`src/sv/pbtb_pkg.sv`:
```
`default_nettype none
package pbtb_pkg;

  localparam int CoordW = 18;
  typedef logic signed [CoordW-1:0] coord_t;

  localparam int VpDimCap = 512;
  localparam int ResultCap = 64;
  localparam int CntW = $clog2(ResultCap);
  localparam int CfgIdxW = 3;
  localparam int CfgDataW = 64;

  typedef enum logic [CfgIdxW-1:0] {
    REG_VIEWPORT = 3'd0,
    REG_SC_EN    = 3'd1,
    REG_SCISSOR  = 3'd2,
    REG_FB_W     = 3'd3,
    REG_FB_H     = 3'd4
  } cfg_reg_t;

  typedef enum logic [2:0] {
    ST_IDLE,
    ST_SETUP,
    ST_CLIP_VP,
    ST_CLIP_SC,
    ST_EMIT
  } state_t;

  typedef struct packed {
    coord_t x0;
    coord_t y0;
    coord_t x1;
    coord_t y1;
  } box_t;

  typedef struct packed {
    logic               req_type;
    logic signed [15:0] v0_x;
    logic signed [15:0] v0_y;
    logic signed [15:0] v1_x;
    logic signed [15:0] v1_y;
    logic signed [15:0] v2_x;
    logic signed [15:0] v2_y;
    logic [31:0]        depth;
    logic [31:0]        color_rgba;
    logic [15:0]        point_size;
  } req_t;

  typedef struct packed {
    logic signed [11:0] tile_x0;
    logic signed [11:0] tile_y0;
    logic signed [11:0] tile_x1;
    logic signed [11:0] tile_y1;
    logic [31:0]        color_out;
    logic [31:0]        depth_out;
    logic               is_sprite;
    logic signed [15:0] sprite_center_x;
    logic signed [15:0] sprite_center_y;
    logic [15:0]        sprite_diam;
    logic               last_tile;
  } tile_t;

  function automatic coord_t sext16(input logic [15:0] v);
    sext16 = coord_t'(signed'(v));
  endfunction

  function automatic coord_t zext16(input logic [15:0] v);
    zext16 = coord_t'({2'b00, v});
  endfunction

  // 12.4 to whole pixels, truncating toward zero
  function automatic coord_t to_pix(input coord_t f);
    coord_t m;
    m = -f;
    if (f < 0) begin
      to_pix = -(m >>> 4);
    end else begin
      to_pix = f >>> 4;
    end
  endfunction

  function automatic coord_t cmin(input coord_t a, input coord_t b);
    cmin = (a < b) ? a : b;
  endfunction

  function automatic coord_t cmax(input coord_t a, input coord_t b);
    cmax = (a > b) ? a : b;
  endfunction

endpackage
`default_nettype wire

```
`src/sv/pbtb_if.sv`:
```
`default_nettype none
interface pbtb_req_if import pbtb_pkg::*; ();
  logic valid;
  logic ready;
  req_t data;
  modport source(output valid, output data, input ready);
  modport sink(input valid, input data, output ready);
endinterface

interface pbtb_tile_if import pbtb_pkg::*; ();
  logic  valid;
  logic  ready;
  tile_t data;
  modport source(output valid, output data, input ready);
  modport sink(input valid, input data, output ready);
endinterface
`default_nettype wire

```
`src/sv/pbtb_clip.sv`:
```
`default_nettype none
module pbtb_clip import pbtb_pkg::*; (
  input  box_t box,
  input  box_t lim,
  output box_t res,
  output logic empty
);

  always_comb begin
    res.x0 = cmax(box.x0, lim.x0);
    res.y0 = cmax(box.y0, lim.y0);
    res.x1 = cmin(box.x1, lim.x1);
    res.y1 = cmin(box.y1, lim.y1);
    empty  = (res.x0 > res.x1) || (res.y0 > res.y1);
  end

endmodule
`default_nettype wire

```
`src/sv/primitive_bbox_tile_binner_top.sv`:
```
// Primitive bounding-box tile binner.
// req: one primitive word per handshake (valid/ready), triangle or point sprite.
// tile: one clipped screen tile word per handshake, last_tile on the final one.
// cfg_wen/cfg_index/cfg_wdata: register writes; issue them only while idle.
// A primitive goes through setup, then viewport clip and scissor clip in one
// shared clamp unit, one pass per cycle (the scissor result is used only with
// scissor on). The walker then loads one tile per cycle while the output
// register is free or being read: at most 64 tiles, none when the box is
// empty. The next request is taken as soon as the last tile is loaded,
// even while that tile still waits in the output register.
// A stalled tile receiver holds the output register and freezes the walker.
// Reset (rst, synchronous) empties the output register, returns the sequencer
// to idle and loads the register defaults (512x512 viewport and scissor,
// scissor off, 512x512 framebuffer).
`default_nettype none
module primitive_bbox_tile_binner_top import pbtb_pkg::*; #(
  parameter int TILE_EDGE  = 64,
  parameter int MAX_FB_DIM = 512
) (
  input  logic                clk,
  input  logic                rst,
  input  logic                cfg_wen,
  input  logic [CfgIdxW-1:0]  cfg_index,
  input  logic [CfgDataW-1:0] cfg_wdata,
  pbtb_req_if.sink            req,
  pbtb_tile_if.source         tile
);

  localparam logic [63:0] RectReset = 64'd144117387099111424;
  localparam coord_t TileStep = coord_t'(TILE_EDGE);
  localparam coord_t FbCap = coord_t'(MAX_FB_DIM);
  localparam coord_t VpCap = coord_t'(VpDimCap);
  localparam coord_t One = coord_t'(1);

  logic [63:0] vp_rect;
  logic        sc_en;
  logic [63:0] sc_rect;
  logic [9:0]  fb_w;
  logic [9:0]  fb_h;

  always_ff @(posedge clk) begin
    if (rst) begin
      vp_rect <= RectReset;
      sc_en   <= 1'b0;
      sc_rect <= RectReset;
      fb_w    <= 10'd512;
      fb_h    <= 10'd512;
    end else if (cfg_wen) begin
      unique case (cfg_reg_t'(cfg_index))
        REG_VIEWPORT: vp_rect <= cfg_wdata;
        REG_SC_EN:    sc_en   <= cfg_wdata[0];
        REG_SCISSOR:  sc_rect <= cfg_wdata;
        REG_FB_W:     fb_w    <= cfg_wdata[9:0];
        REG_FB_H:     fb_h    <= cfg_wdata[9:0];
        default: ;
      endcase
    end
  end

  state_t state, state_next;
  req_t   prim;
  box_t   box;
  coord_t tx, ty;
  logic [CntW-1:0] n;
  logic   out_valid;
  tile_t  out_data;

  // raw box
  box_t   raw;
  coord_t cx, cy, half;
  always_comb begin
    cx   = sext16(prim.v0_x);
    cy   = sext16(prim.v0_y);
    half = coord_t'({3'b000, prim.point_size[15:5], 4'b0000});
    if (prim.req_type) begin
      raw.x0 = to_pix(cx - half);
      raw.y0 = to_pix(cy - half);
      raw.x1 = to_pix(cx + half);
      raw.y1 = to_pix(cy + half);
    end else begin
      raw.x0 = to_pix(cmin(cx, cmin(sext16(prim.v1_x), sext16(prim.v2_x))));
      raw.x1 = to_pix(cmax(cx, cmax(sext16(prim.v1_x), sext16(prim.v2_x))));
      raw.y0 = to_pix(cmin(cy, cmin(sext16(prim.v1_y), sext16(prim.v2_y))));
      raw.y1 = to_pix(cmax(cy, cmax(sext16(prim.v1_y), sext16(prim.v2_y))));
    end
  end

  // clamp limits for the shared clip unit
  box_t   lim;
  coord_t vx, vy, vw, vh, sx, sy, sx1, sy1, fw, fh;
  always_comb begin
    vx  = sext16(vp_rect[15:0]);
    vy  = sext16(vp_rect[31:16]);
    vw  = cmin(zext16(vp_rect[47:32]), VpCap);
    vh  = cmin(zext16(vp_rect[63:48]), VpCap);
    fw  = cmin(coord_t'({8'd0, fb_w}), FbCap);
    fh  = cmin(coord_t'({8'd0, fb_h}), FbCap);
    sx  = sext16(sc_rect[15:0]);
    sy  = sext16(sc_rect[31:16]);
    sx1 = sx + zext16(sc_rect[47:32]) - One;
    sy1 = sy + zext16(sc_rect[63:48]) - One;
    if (state == ST_CLIP_VP) begin
      lim.x0 = vx;
      lim.y0 = vy;
      lim.x1 = vx + vw - One;
      lim.y1 = vy + vh - One;
    end else begin
      lim.x0 = cmax(sx, '0);
      lim.y0 = cmax(sy, '0);
      lim.x1 = (sx1 >= fw) ? fw - One : sx1;
      lim.y1 = (sy1 >= fh) ? fh - One : sy1;
    end
  end

  box_t clip_res;
  logic clip_empty;
  pbtb_clip u_clip (
    .box   (box),
    .lim   (lim),
    .res   (clip_res),
    .empty (clip_empty)
  );

  box_t final_box;
  logic final_empty;
  always_comb begin
    final_box   = sc_en ? clip_res : box;
    final_empty = sc_en ? clip_empty : ((box.x0 > box.x1) || (box.y0 > box.y1));
  end

  // tile walker
  coord_t tx_end, ty_end;
  logic   row_done, col_done, last;
  always_comb begin
    tx_end   = tx + TileStep - One;
    ty_end   = ty + TileStep - One;
    row_done = tx_end >= box.x1;
    col_done = ty_end >= box.y1;
    last     = (row_done && col_done) || (n == CntW'(ResultCap - 1));
  end

  logic emit;
  always_comb begin
    state_next = state;
    req.ready  = 1'b0;
    emit       = 1'b0;
    unique case (state)
      ST_IDLE: begin
        req.ready = 1'b1;
        if (req.valid) state_next = ST_SETUP;
      end
      ST_SETUP:   state_next = ST_CLIP_VP;
      ST_CLIP_VP: state_next = ST_CLIP_SC;
      ST_CLIP_SC: state_next = final_empty ? ST_IDLE : ST_EMIT;
      ST_EMIT: begin
        emit = !out_valid || tile.ready;
        if (emit && last) state_next = ST_IDLE;
      end
      default: state_next = ST_IDLE;
    endcase
  end

  always_ff @(posedge clk) begin
    if (rst) begin
      state <= ST_IDLE;
    end else begin
      state <= state_next;
    end
  end

  always_ff @(posedge clk) begin
    if (req.valid && req.ready) prim <= req.data;
    unique case (state)
      ST_SETUP:   box <= raw;
      ST_CLIP_VP: box <= clip_res;
      ST_CLIP_SC: begin
        box <= final_box;
        tx  <= final_box.x0;
        ty  <= final_box.y0;
        n   <= '0;
      end
      ST_EMIT: begin
        if (emit) begin
          n <= n + CntW'(1);
          if (row_done) begin
            tx <= box.x0;
            ty <= ty + TileStep;
          end else begin
            tx <= tx + TileStep;
          end
        end
      end
      default: ;
    endcase
  end

  always_ff @(posedge clk) begin
    if (rst) begin
      out_valid <= 1'b0;
    end else if (emit) begin
      out_valid <= 1'b1;
    end else if (tile.ready) begin
      out_valid <= 1'b0;
    end
  end

  always_ff @(posedge clk) begin
    if (emit) begin
      out_data.tile_x0         <= tx[11:0];
      out_data.tile_y0         <= ty[11:0];
      out_data.tile_x1         <= row_done ? box.x1[11:0] : tx_end[11:0];
      out_data.tile_y1         <= col_done ? box.y1[11:0] : ty_end[11:0];
      out_data.color_out       <= prim.color_rgba;
      out_data.depth_out       <= prim.depth;
      out_data.is_sprite       <= prim.req_type;
      out_data.sprite_center_x <= prim.req_type ? prim.v0_x : '0;
      out_data.sprite_center_y <= prim.req_type ? prim.v0_y : '0;
      out_data.sprite_diam     <= prim.req_type ? prim.point_size : '0;
      out_data.last_tile       <= last;
    end
  end

  assign tile.valid = out_valid;
  assign tile.data  = out_data;

endmodule
`default_nettype wire

```
`src/flat_wrapper.sv`:
```
// flat-port wrapper written by rule: the top's interface ports become plain ports
module primitive_bbox_tile_binner_top_flat import pbtb_pkg::*;
#(
  parameter int TILE_EDGE  = 64,
  parameter int MAX_FB_DIM = 512
)
  (clk, rst, cfg_wen, cfg_index, cfg_wdata, req_valid, req_data, req_ready, tile_valid, tile_data, tile_ready);
  pbtb_req_if req_i ();
  pbtb_tile_if tile_i ();
  input  logic clk;
  input  logic rst;
  input  logic cfg_wen;
  input  logic [CfgIdxW-1:0] cfg_index;
  input  logic [CfgDataW-1:0] cfg_wdata;
  input wire logic [$bits(req_i.valid)-1:0] req_valid;
  input wire logic [$bits(req_i.data)-1:0] req_data;
  output wire logic [$bits(req_i.ready)-1:0] req_ready;
  output wire logic [$bits(tile_i.valid)-1:0] tile_valid;
  output wire logic [$bits(tile_i.data)-1:0] tile_data;
  input wire logic [$bits(tile_i.ready)-1:0] tile_ready;
  assign req_i.valid = req_valid;
  assign req_i.data = req_data;
  assign req_ready = req_i.ready;
  assign tile_valid = tile_i.valid;
  assign tile_data = tile_i.data;
  assign tile_i.ready = tile_ready;
  primitive_bbox_tile_binner_top #(.TILE_EDGE(TILE_EDGE), .MAX_FB_DIM(MAX_FB_DIM)) u_core (.clk(clk), .rst(rst), .cfg_wen(cfg_wen), .cfg_index(cfg_index), .cfg_wdata(cfg_wdata), .req(req_i), .tile(tile_i));
endmodule
```
`config.mk`:
```
export PLATFORM = sky130hd
export DESIGN_NAME = primitive_bbox_tile_binner_top_flat
export DESIGN_NICKNAME = d
export VERILOG_FILES = /design/src/sv/pbtb_pkg.sv /design/src/sv/pbtb_if.sv /design/src/sv/pbtb_clip.sv /design/src/sv/primitive_bbox_tile_binner_top.sv /design/src/flat_wrapper.sv
export SDC_FILE = /design/constraint.sdc
export NUM_CORES = 2
export LEC_CHECK = 0
export ABC_AREA = 1
export CELL_PAD_IN_SITES_DETAIL_PLACEMENT = 0
export CELL_PAD_IN_SITES_GLOBAL_PLACEMENT = 1
export CORE_ASPECT_RATIO = 0.8
export CORE_MARGIN = 2
export CORE_UTILIZATION = 30
export DETAILED_ROUTE_END_ITERATION = 8
export DONT_BUFFER_PORTS = 1
export PLACE_DENSITY = 0.55
export SLEW_MARGIN = 25
export SYNTH_ARGS = -nofsm -noshare
export SYNTH_HDL_FRONTEND = slang
export SYNTH_SLANG_ARGS = --single-unit
```
`constraint.sdc`:
```
create_clock -name clk -period 9.5 [get_ports clk]
set_input_delay 0.475 -clock clk [delete_from_list [all_inputs] [get_ports clk]]
set_output_delay 0.475 -clock clk [all_outputs]
set_load 0.01 [all_outputs]
```
==> results.json <==
{
  "wl_per_cell_um": 19.3,
  "leakagePower_uw": 0.0229,
  "ios": 413,
  "synthMuxAreaShare": 0.000225,
  "clockBufferDepth": 3,
  "remaining_drc_errors": 0,
  "met3_usage": 0.0295,
  "cts_buffers": 73,
  "synth-simple-area-share": 0.219,
  "viasPerCell": 4.82,
  "vias": 38400,
  "worstHoldPathCells": 2,
  "drt-total-wl_um": 154000,
  "critPathMaxStageDelay_ps": 400,
  "cp-end-kind": "register",
  "ant_nets": 0,
  "numPortBuffers": 0,
  "required_ps": 10130,
  "max_freq_mhz": 124,
  "final_common_cell": "nand2_1",
  "htree_levels": 3,
  "placedCellCount": 7577,
  "grt_pass1_vias": 37100,
  "ys_ff_latch": 606,
  "fp-row-count": 126,
  "postLayoutCoreUtil": 0.351,
  "final_cell_mix": "nand2_1 (1254), inv_1 (845), o21ai_0 (495)",
  "rsz0062_at_grt": "false",
  "synth_compound_area_frac": 0.143,
  "core_area_mm2": 0.147,
  "ys_async_sr_fraction": 0,
  "period_minus_slack_ps": 8050,
  "die-area_mm2": 0.152,
  "synthDistinctLibCells": 73,
  "path_class": "register to register",
  "drive_above_1_share": 0.0623,
  "slew_violations": 0,
  "grt_usage": 0.199,
  "synth_edf_count": 453,
  "grt_pass1_wl_um": 232000,
  "maxCapViolCount": 0,
  "die_height_um": 349,
  "clock_skew_ps": 30.7,
  "gp_congestion": 0.866,
  "grt_max_degree": 156,
  "antenna_found_initial": 8,
  "crit_top_cell": "nand2_1",
  "cts_resized": 0,
  "finalSetupTns_ps": 0,
  "met1_usage": 0.294,
  "synth_top_family_by_area": "simple AND/OR/NAND/NOR gates",
  "drt_iter0_markers": 2716,
  "ir_worst_vdd_v": 0.000149,
  "crit_fanout": 18,
  "grt-ovfl-total": 0,
  "yosys.area.top_type": "edfxtp_1",
  "cp-start-kind": "register",
  "insertion_delay_ps": 700,
  "period_share": 0.847,
  "synthCells": 5689,
  "synth_area_mm2": 0.0445,
  "max-slew-margin-rel": 0.306,
  "synthAdderAreaFrac": 0.139,
  "status": "complete, no violations",
  "cts-root-buf": "clkbuf_16",
  "cts_tree": "built",
  "r2r.worst_path.cells": 46,
  "hold_path.class": "primary input to register",
  "nNetsFinal": 6651,
  "use_met2": 0.307,
  "cp.arrival_ps": 8670,
  "clock-sinks": 606,
  "synth.avg_cell_area_um2": 7.83,
  "critPathSlowestCell": "a2111oi_0",
  "ys.flop_type": "edfxtp_1",
  "layout.cells.non_filler": 7959,
  "yosysSeqAreaShare": 0.374,
  "dp_hpwl_um": 120000,
  "powerDensity_mw_per_mm2": 239,
  "synthXorXnorAreaFrac": 0.0353,
  "power.total_uw": 12400,
  "top_usage_layer": "met2",
  "setup-violations-final": 0,
  "yosysWarnings": 0,
  "die_x_um": 435,
  "synth_area_leaders": "edfxtp_1 (31%), ha_1 (13%), nand2_1 (11%)",
  "hold_violations": 0,
  "worst_pin_slew_ps": 1040,
  "drtPass1Iterations": 8,
  "synth_top_area_frac": 0.305,
  "clkTransAtPathRegs_ps": 60,
  "area_delta_synth_final_pct": 16.2,
  "initial_core_util": 0.302
}
## stage by stage
step           cell area (um2)  hold slack, ps  worst slack (ps)
2_1_floorplan            44600             400               679
4_1_cts                  51700            8.48              1620
5_1_grt                  51800            40.8               522
3_3_place_gp             46800             400              1710
6_report                 51800            78.2              1450
3_5_place_dp             46800             405              1640
## power breakdown
group	internal [uW]	leakage (uW)	switching [uW]
clock network	1650	0.00120	1270
registers	3200	0.00546	215
logic	1910	0.0162	4150
total	6760	0.0229	5640
## path summary, 6_finish.rpt
check / slack (ps) / endpoint / from
hold / removal: 80 / u_core.vp_rect[29] / cfg_wdata[29]
setup reg to reg: 1450 / u_core.state[2] / u_core.sc_rect[1]
hold reg to reg: 400 / u_core.tile.data[108] / u_core.prim[42]
setup / recovery: 1450 / u_core.state[2] / u_core.sc_rect[1]
## Yosys cell counts, drive strengths merged, types with 12 or more instances
cell type	count
a211oi	14
or2	24
nor3	46
inv	867
o21a	15
o22ai	17
a31oi	17
fa	12
a21oi	398
xnor2	57
edfxtp	453
nand2	1331
buf	34
clkbuf	115
nor2	428
nor4	23
o21ai	552
dfxtp	153
nand3b	13
xor2	121
o221ai	12
nand4	63
o211ai	36
nand3	298
ha	475
o21bai	26
## worst max-delay path, delay by kind of cell (launching register included)
| kind | cells | cell delay [ps] |
|---|---|---|
| fa+ha+maj | 6 | 1720 |
| compound gates | 15 | 2730 |
| flops | 1 | 340 |
| xor+xnor | 1 | 310 |
| buf+inv | 8 | 610 |
| simple gates | 16 | 2240 |
## repair_timing
item,in CTS,in global routing
hold endpoints to repair,322,0
endpoints found under the setup margin,0,0
setup buffers,0,0
hold buffers,245,0
## flip-flops by register name (all words and copies together), names as in the netlist, 3 cells and up
signal	count
u_core.prim	134
u_core.sc_rect	64
u_core.box	72
u_core.cx	16
u_core.fb_w	10
u_core.cy	16
u_core.half	11
u_core.tx	18
u_core.state	3
u_core.ty	18
u_core.tile.data	162
u_core.vp_rect	64
u_core.n	6
u_core.fb_h	10
## metal layers
metal / vias to the layer above / wire length, um
met5: - / 13
met3: 141 / 6830
li1: 19500 / -
met2: 786 / 66200
met1: 18000 / 77900
met4: 2 / 2790
## cell families after synthesis
kind of cell | after synthesis
simple gates | 2240
compound gates | 1149
buf+inv | 1026
flops | 606
fa+ha+maj | 487
xor+xnor | 178
other cells | 2
mux | 1
## layout make-up
cell class                      count  area (um2)
Clock buffer                       90        1990
Antenna cell                        2        5.00
Multi-Input combinational cell   4069       24000
Timing Repair Buffer              289        2860
Tap cell                         1984        2480
Fill cell                       15500       95600
Clock inverter                     43         459
Sequential cell                   606       16700
Inverter                          876        3290
Note: power is estimated with default switching activity, not from simulation.
